### config.mk
export PLATFORM = sky130hd
export DESIGN_NAME = small_coefficient_rejection_sampler_unit
export DESIGN_NICKNAME = d
export VERILOG_FILES = /design/src/scrs_pkg.sv /design/src/small_coefficient_rejection_sampler_unit.sv /design/src/scrs_decode.sv /design/src/scrs_emitter.sv
export SDC_FILE = /design/constraint.sdc
export NUM_CORES = 1
export LEC_CHECK = 0
export BUFFER_PORTS_ARGS = -buffer_cell sky130_fd_sc_hd__buf_4
export CAP_MARGIN = 20
export CORE_MARGIN = 3
export CORE_UTILIZATION = 63
export CTS_CLUSTER_DIAMETER = 80
export DETAILED_ROUTE_END_ITERATION = 12
export PLACE_DENSITY = 0.79
export REMOVE_ABC_BUFFERS = 1
export SLEW_MARGIN = 0
export SYNTH_ARGS = -nofsm -noshare
export SYNTH_HDL_FRONTEND = slang
export SYNTH_HIERARCHICAL = 1
export SYNTH_SLANG_ARGS = --single-unit
### constraint.sdc
create_clock -name clk -period 20.9 [get_ports clk]
set_input_delay 1.045 -clock clk [delete_from_list [all_inputs] [get_ports clk]]
set_output_delay 1.045 -clock clk [all_outputs]
set_load 0.03 [all_outputs]
### src/scrs_pkg.sv
package scrs_pkg;

    localparam int BYTE_W     = 8;
    localparam int NIB_W      = 4;
    localparam int COEFF_W    = 3;
    localparam int INDEX_W    = 10;
    localparam int ETA_W      = 2;
    localparam int TARGET_W   = 11;
    localparam int CFG_IDX_W  = 1;
    localparam int MAX_DIGITS = 5;
    localparam int CNT_W      = 3;
    localparam int M_TDATA_W  = 16;

    localparam int MAX_COEFFS_DEF = 1024;

    // Configuration register indexes.
    localparam logic [CFG_IDX_W-1:0] CFG_ETA_MODE = 1'd0;
    localparam logic [CFG_IDX_W-1:0] CFG_TARGET   = 1'd1;

    localparam logic [ETA_W-1:0]    ETA_MODE_1   = 2'd1;
    localparam logic [ETA_W-1:0]    ETA_MODE_2   = 2'd2;
    localparam logic [TARGET_W-1:0] TARGET_RESET = 11'd256;

    localparam logic [BYTE_W-1:0] ETA1_BOUND = 8'd243;
    localparam logic [NIB_W-1:0]  NIB_REJECT = 4'hf;

    // Reciprocal multipliers: x/3 = (x*171)>>9 for x < 256, x/5 = (x*205)>>10 for x < 16.
    localparam int DIV3_MUL   = 171;
    localparam int DIV3_SHIFT = 9;
    localparam int DIV5_MUL   = 205;
    localparam int DIV5_SHIFT = 10;

    typedef struct packed {
        logic [MAX_DIGITS-1:0][COEFF_W-1:0] coef;
        logic [CNT_W-1:0]                   cnt;
        logic                               fin;
    } cand_t;

    function automatic logic [BYTE_W-1:0] div3(input logic [BYTE_W-1:0] t);
        logic [15:0] p;
        p = 16'(t) * 16'(DIV3_MUL);
        return BYTE_W'(p >> DIV3_SHIFT);
    endfunction

    function automatic logic [COEFF_W-1:0] eta1_value(input logic [1:0] digit);
        return (digit == 2'd2) ? 3'b111 : {1'b0, digit};
    endfunction

    function automatic logic [COEFF_W-1:0] eta2_value(input logic [NIB_W-1:0] nib);
        logic [11:0] p;
        logic [NIB_W-1:0] q;
        logic [NIB_W-1:0] r;
        p = 12'(nib) * 12'(DIV5_MUL);
        q = NIB_W'(p >> DIV5_SHIFT);
        r = NIB_W'(nib - NIB_W'(q * 4'd5));
        return COEFF_W'(3'd2 - r[COEFF_W-1:0]);
    endfunction

endpackage

### src/small_coefficient_rejection_sampler_unit.sv
// Channel   Direction  Payload
// s_*       in         tdata[7:0] rand_byte, tlast final_byte
// m_*       out        tdata[2:0] coeff, tdata[12:3] coeff_index; tlast last_of_byte;
//                      tuser target_reached
// cfg_*     in         cfg_index 0 eta_mode, 1 target_count; cfg_data[10:0]
//
// A byte yields n coefficients (0 to 5); the single result register sends one coefficient
// per cycle while m_tready does not stall it.
// The first coefficient of a byte passes the input register, the emitter item register and
// the result register before it is offered on m_tvalid.
// Reset sets eta_mode to 1, target_count to 256 and clears the coefficient count.
// A stalled output holds its coefficient while the next byte waits in the emitter
// and one more in the input register.
module small_coefficient_rejection_sampler_unit #(
    parameter int MAX_COEFFS = scrs_pkg::MAX_COEFFS_DEF
) (
    input  logic                            clk,
    input  logic                            rst_n,
    input  logic                            s_tvalid,
    output logic                            s_tready,
    input  logic [scrs_pkg::BYTE_W-1:0]     s_tdata,   // [7:0] rand_byte
    input  logic                            s_tlast,   // final_byte
    output logic                            m_tvalid,
    input  logic                            m_tready,
    output logic [scrs_pkg::M_TDATA_W-1:0]  m_tdata,   // [2:0] coeff, [12:3] coeff_index
    output logic                            m_tlast,   // last_of_byte
    output logic                            m_tuser,   // target_reached
    input  logic                            cfg_valid,
    output logic                            cfg_ready,
    input  logic [scrs_pkg::CFG_IDX_W-1:0]  cfg_index,
    input  logic [scrs_pkg::TARGET_W-1:0]   cfg_data
);

    logic                            a_valid_reg;
    logic [scrs_pkg::BYTE_W-1:0]     a_byte_reg;
    logic                            a_fin_reg;
    logic [scrs_pkg::ETA_W-1:0]      eta_mode_reg;
    logic [scrs_pkg::TARGET_W-1:0]   target_reg;
    scrs_pkg::cand_t                 cand;
    logic                            em_ready;

    assign cfg_ready = 1'b1;
    assign s_tready  = !a_valid_reg || em_ready;

    always_ff @(posedge clk or negedge rst_n)
    begin
        if (!rst_n)
        begin
            eta_mode_reg <= scrs_pkg::ETA_MODE_1;
            target_reg   <= scrs_pkg::TARGET_RESET;
        end
        else if (cfg_valid && cfg_ready)
        begin
            case (cfg_index)
                scrs_pkg::CFG_ETA_MODE: eta_mode_reg <= cfg_data[scrs_pkg::ETA_W-1:0];
                scrs_pkg::CFG_TARGET:   target_reg   <= cfg_data;
                default:                ;
            endcase
        end
    end

    always_ff @(posedge clk or negedge rst_n)
    begin
        if (!rst_n)
        begin
            a_valid_reg <= 1'b0;
        end
        else if (s_tvalid && s_tready)
        begin
            a_valid_reg <= 1'b1;
        end
        else if (em_ready)
        begin
            a_valid_reg <= 1'b0;
        end
    end

    always_ff @(posedge clk)
    begin
        if (s_tvalid && s_tready)
        begin
            a_byte_reg <= s_tdata;
            a_fin_reg  <= s_tlast;
        end
    end

    scrs_decode u_decode (
        .rand_byte  (a_byte_reg),
        .final_byte (a_fin_reg),
        .eta_mode   (eta_mode_reg),
        .cand       (cand)
    );

    scrs_emitter #(
        .MAX_COEFFS (MAX_COEFFS)
    ) u_emitter (
        .clk          (clk),
        .rst_n        (rst_n),
        .load_valid   (a_valid_reg),
        .load_item    (cand),
        .load_ready   (em_ready),
        .target_count (target_reg),
        .m_tvalid     (m_tvalid),
        .m_tready     (m_tready),
        .m_tdata      (m_tdata),
        .m_tlast      (m_tlast),
        .m_tuser      (m_tuser)
    );

    // Filling the target always ends the coefficients of that byte.
    a_reached_last: assert property (@(posedge clk) disable iff (!rst_n)
        m_tvalid && m_tuser |-> m_tlast)
        else $error("target reached without last_of_byte");

    // The codes for 3 and -4 may not leave the sampler.
    a_coeff_range: assert property (@(posedge clk) disable iff (!rst_n)
        m_tvalid |-> (m_tdata[2:0] != 3'b011) && (m_tdata[2:0] != 3'b100))
        else $error("coefficient out of range");

    // Input back-pressure only comes from a held byte that the emitter cannot take.
    a_stall_cause: assert property (@(posedge clk) disable iff (!rst_n)
        !s_tready |-> a_valid_reg && !em_ready)
        else $error("input stalled with free input register");

endmodule

### src/scrs_decode.sv
module scrs_decode (
    input  logic [scrs_pkg::BYTE_W-1:0] rand_byte,
    input  logic                        final_byte,
    input  logic [scrs_pkg::ETA_W-1:0]  eta_mode,
    output scrs_pkg::cand_t             cand
);

    always_comb
    begin
        logic [scrs_pkg::BYTE_W-1:0] t;
        logic [scrs_pkg::BYTE_W-1:0] q;
        logic [scrs_pkg::NIB_W-1:0]  lo;
        logic [scrs_pkg::NIB_W-1:0]  hi;
        logic [1:0]                  digit;

        cand     = '0;
        cand.fin = final_byte;
        t        = rand_byte;
        lo       = rand_byte[3:0];
        hi       = rand_byte[7:4];
        q        = '0;
        digit    = '0;

        if (eta_mode == scrs_pkg::ETA_MODE_2)
        begin
            if (lo != scrs_pkg::NIB_REJECT)
            begin
                cand.coef[0] = scrs_pkg::eta2_value(lo);
                cand.cnt     = 3'd1;
            end
            if (hi != scrs_pkg::NIB_REJECT)
            begin
                cand.coef[cand.cnt] = scrs_pkg::eta2_value(hi);
                cand.cnt            = 3'(cand.cnt + 3'd1);
            end
        end
        else if (rand_byte < scrs_pkg::ETA1_BOUND)
        begin
            // Base-3 digits, least significant first.
            for (int i = 0; i < scrs_pkg::MAX_DIGITS; i++)
            begin
                q            = scrs_pkg::div3(t);
                digit        = 2'(t - 8'(q * 8'd3));
                cand.coef[i] = scrs_pkg::eta1_value(digit);
                t            = q;
            end
            cand.cnt = 3'(scrs_pkg::MAX_DIGITS);
        end
    end

endmodule

### src/scrs_emitter.sv
module scrs_emitter #(
    parameter int MAX_COEFFS = scrs_pkg::MAX_COEFFS_DEF
) (
    input  logic                          clk,
    input  logic                          rst_n,
    input  logic                          load_valid,
    input  scrs_pkg::cand_t               load_item,
    output logic                          load_ready,
    input  logic [scrs_pkg::TARGET_W-1:0] target_count,
    output logic                          m_tvalid,
    input  logic                          m_tready,
    output logic [scrs_pkg::M_TDATA_W-1:0] m_tdata,
    output logic                          m_tlast,
    output logic                          m_tuser
);

    localparam int CW = $clog2(MAX_COEFFS + 1);
    localparam int LW = (CW > scrs_pkg::TARGET_W) ? CW : scrs_pkg::TARGET_W;

    logic                              em_valid_reg;
    scrs_pkg::cand_t                   em_item_reg;
    logic [scrs_pkg::CNT_W-1:0]        em_ptr_reg;
    logic [CW-1:0]                     cnt_reg;
    logic [CW-1:0]                     cnt_next;
    logic                              out_valid_reg;
    logic [scrs_pkg::COEFF_W-1:0]      out_coeff_reg;
    logic [scrs_pkg::INDEX_W-1:0]      out_index_reg;
    logic                              out_last_reg;
    logic                              out_reached_reg;

    logic [LW-1:0]                     limit;
    logic [CW-1:0]                     cnt_inc;
    logic [scrs_pkg::CNT_W-1:0]        ptr_inc;
    logic                              have_cand;
    logic                              below;
    logic                              out_free;
    logic                              emit;
    logic                              reached;
    logic                              last;
    logic                              finish;

    assign limit     = (LW'(target_count) > LW'(MAX_COEFFS)) ? LW'(MAX_COEFFS)
                                                             : LW'(target_count);
    assign cnt_inc   = cnt_reg + CW'(1);
    assign ptr_inc   = em_ptr_reg + scrs_pkg::CNT_W'(1);
    assign have_cand = em_ptr_reg < em_item_reg.cnt;
    assign below     = LW'(cnt_reg) < limit;
    assign out_free  = !out_valid_reg || m_tready;
    assign emit      = em_valid_reg && have_cand && below && out_free;
    assign reached   = LW'(cnt_inc) == limit;
    assign last      = (ptr_inc == em_item_reg.cnt) || reached;

    // An item is done after its last coefficient, or at once when nothing is left to send.
    assign finish     = em_valid_reg && (emit ? last : !(have_cand && below));
    assign load_ready = !em_valid_reg || finish;

    always_comb
    begin
        cnt_next = emit ? cnt_inc : cnt_reg;
        if (finish && em_item_reg.fin)
        begin
            cnt_next = '0;
        end
    end

    always_ff @(posedge clk or negedge rst_n)
    begin
        if (!rst_n)
        begin
            em_valid_reg  <= 1'b0;
            em_ptr_reg    <= '0;
            cnt_reg       <= '0;
            out_valid_reg <= 1'b0;
        end
        else
        begin
            cnt_reg <= cnt_next;
            if (load_ready && load_valid)
            begin
                em_valid_reg <= 1'b1;
                em_ptr_reg   <= '0;
            end
            else if (finish)
            begin
                em_valid_reg <= 1'b0;
            end
            else if (emit)
            begin
                em_ptr_reg <= ptr_inc;
            end

            if (emit)
            begin
                out_valid_reg <= 1'b1;
            end
            else if (m_tready)
            begin
                out_valid_reg <= 1'b0;
            end
        end
    end

    always_ff @(posedge clk)
    begin
        if (load_ready && load_valid)
        begin
            em_item_reg <= load_item;
        end
        if (emit)
        begin
            out_coeff_reg   <= em_item_reg.coef[em_ptr_reg];
            out_index_reg   <= scrs_pkg::INDEX_W'(cnt_reg);
            out_last_reg    <= last;
            out_reached_reg <= reached;
        end
    end

    assign m_tvalid = out_valid_reg;
    assign m_tdata  = scrs_pkg::M_TDATA_W'({out_index_reg, out_coeff_reg});
    assign m_tlast  = out_last_reg;
    assign m_tuser  = out_reached_reg;

endmodule

==> flow_summary.toml <==
[finish]
drive_above_1_share = 0.119
layout.nets = 1062
fin_util = 0.724
fill_cells = 912
final_cell_count_no_fill = 995
largest_reg_flops = 19
diodes = 0
area_growth_pct = 9.42

[grt]
grt_max_degree = 31
grt_pass1_vias = 6021
grt_pass1_wl_um = 27100
antenna_found_initial = 0
busiest_layer = "met2"
use_met3 = 0.0339
met2_usage = 0.410
grtUsageMet1 = 0.289
track_usage = 0.230
globalRouteOverflowTotal = 0

[placed_design]
place_ws_ps = 4000
numPlacedInstances = 979
port_buffers = 42
place_congestion = 0.876
dp_hpwl_um = 13000

[floorplanning]
die_area_um2 = 14400
core_area_um2 = 12400
ios = 47
floorplan.initialDensity = 0.662
die_h_um = 120
die_x_um = 120
rows = 40

[sta]
hold_violations = 0
tns_ps = 0
skew_ps = 8.91
finalSetupViolCount = 0
relSlewSlack = 0.340
worst_pin_slew_ps = 989
finalCritPeriodShare = 0.810
fmax_mhz = 59.0
layout_min_cycle_time_ps = 16940
setup_ws_ps = 3960
slew_viol_final = 0
rsz0062_at_grt = "false"

[critical_path]
critical-path-slowest-cell = "fa_1"
worstPathMaxFanout = 8
slowest_delay_ps = 550
startpoint_type = "flop"
end_kind = "flop"
reg2reg_depth = 69
arrival_ps = 17140
path_class = "flop to flop"
path_common_cell = "ha_1"
required_ps = 21100

[clocking]
cts_resized = 0
cts_buffers = 9
clock-sinks = 73
cts_root_buf = "clkbuf_16"
clockBufferDepth = 2
post_cts.repair.setup_buffers = 0
htreeDepth = 3
cts-hold-fix-buffers = 0
clkTransAtPathRegs_ps = 60
tritoncts = "built"
clk_latency_ps = 330

[synthesis]
postSynthCellCount = 782
synth_flop_cell = "edfxtp_1"
async_reset_ff_frac = 0.411
synth.distinct_cells = 84
ys_warn_count = 6
ys_ff_latch = 73
synth_enable_flop_cells = 43
netlist_area_um2 = 8180
synth.yosys.seq_area_share = 0.250
avgSynthCellArea_um2 = 10.5

[drt]
drt-initial-drc-count = 313
drt_wl_total_um = 15700
route.detailed.drc = 0
routed_via_density = 5.71
wire_per_inst_um = 15.8
dr.pass1.iters = 5
vias = 5679
ant_nets = 0

[worst_hold_path]
worst_hold_path.num_cells = 0
min_path_type = "flop to flop"

[run]
maxCapViolations = 0

[outcome]
outcome = "completed"
-- layer usage --
| metal | vias to the layer above | part of all wire |
|---|---|---|
| met1 | 2725 | 0.44 |
| met4 | 0 | 0.016 |
| met3 | 23 | 0.033 |
| li1 | 2823 | - |
| met5 | - | 0 |
| met2 | 108 | 0.52 |
-- through the flow --
stage | hold slack (ps) | area [µm²]
after detailed placement | 418 | 8600
final | 442 | 8950
after CTS | 449 | 8950
after global placement | 410 | 8600
after global routing | 449 | 8950
after floorplan | 400 | 8070
-- kinds of logic (layout without fill, tap and decap cells) --
logic type,after synthesis,count (layout),share of synthesized area
AND/OR/NAND/NOR,153,153,0.103
other,2,4,0.000918
AO/OA/AOI/OAI,111,111,0.0988
buffers and inverters,130,173,0.0671
XOR/XNOR,79,79,0.0930
flip-flops,73,73,0.250
adder cells (fa/ha/maj),214,214,0.356
multiplexers,20,20,0.0318
-- worst max-delay path, delay by kind of cell (launching register included) --
family          cells  cell delay, ps
fa+ha+maj          22            8400
compound gates     22            4270
xor+xnor            9            2060
simple gates        7            1050
flops               1             530
buf+inv             9             450
-- layout make-up --
class,instances,area (µm²),share of cell area
clock buffer,10,239,0.0267
multi-input combinational,581,5590,0.625
sequential,73,2040,0.228
inverter,114,428,0.0478
clock inverter,6,113,0.0126
tap,168,210,0.0235
timing repair buffer,43,323,0.0361
-- synth_stat cells (8+ instances only) --
master | instances | area, µm²
nand4_1 | 8 | 50.1
o21ai_0 | 11 | 55.1
nand3_1 | 22 | 110
mux2_1 | 10 | 113
inv_1 | 114 | 428
nor2_1 | 29 | 109
a21oi_1 | 26 | 130
nor3_1 | 8 | 40.0
nand2_1 | 29 | 109
buf_4 | 9 | 67.6
a21o_1 | 15 | 113
nor2b_1 | 10 | 62.6
edfxtp_1 | 43 | 1290
dfrtp_1 | 28 | 701
xor2_1 | 32 | 280
nand2b_1 | 11 | 68.8
ha_1 | 183 | 2290
xnor2_1 | 42 | 368
fa_1 | 31 | 621
-- final timing paths --
path / from / to / slack, ps
worst max-delay path: a_byte_reg[1]$_DFFE_PP_ / u_emitter/em_item_reg[18]$_DFFE_PP_ / 3960
worst min-delay path: a_fin_reg$_DFFE_PP_ / u_emitter/em_item_reg[0]$_DFFE_PP_ / 440
worst max register to register: a_byte_reg[1]$_DFFE_PP_ / u_emitter/em_item_reg[18]$_DFFE_PP_ / 3960
worst min register to register: a_fin_reg$_DFFE_PP_ / u_emitter/em_item_reg[0]$_DFFE_PP_ / 440
max in group asynchronous: rst_n / target_reg[8]$_DFFE_PN1P_ / 19940
min in group asynchronous: rst_n / target_reg[0]$_DFFE_PN0P_ / 640
-- cells in the final DEF (no fill, tap or decap), types with 15 or more instances in the layout --
cell type / n
a21o_1: 15
a21oi_1: 26
buf_4: 43
dfrtp_1: 28
edfxtp_1: 43
fa_1: 31
ha_1: 183
inv_1: 114
nand2_1: 29
nand3_1: 22
nor2_1: 29
xnor2_1: 42
xor2_1: 32
Power is left out: the tool's default activity adds up to more than one toggle a clock period on the data nets, which glitch-free logic cannot reach.
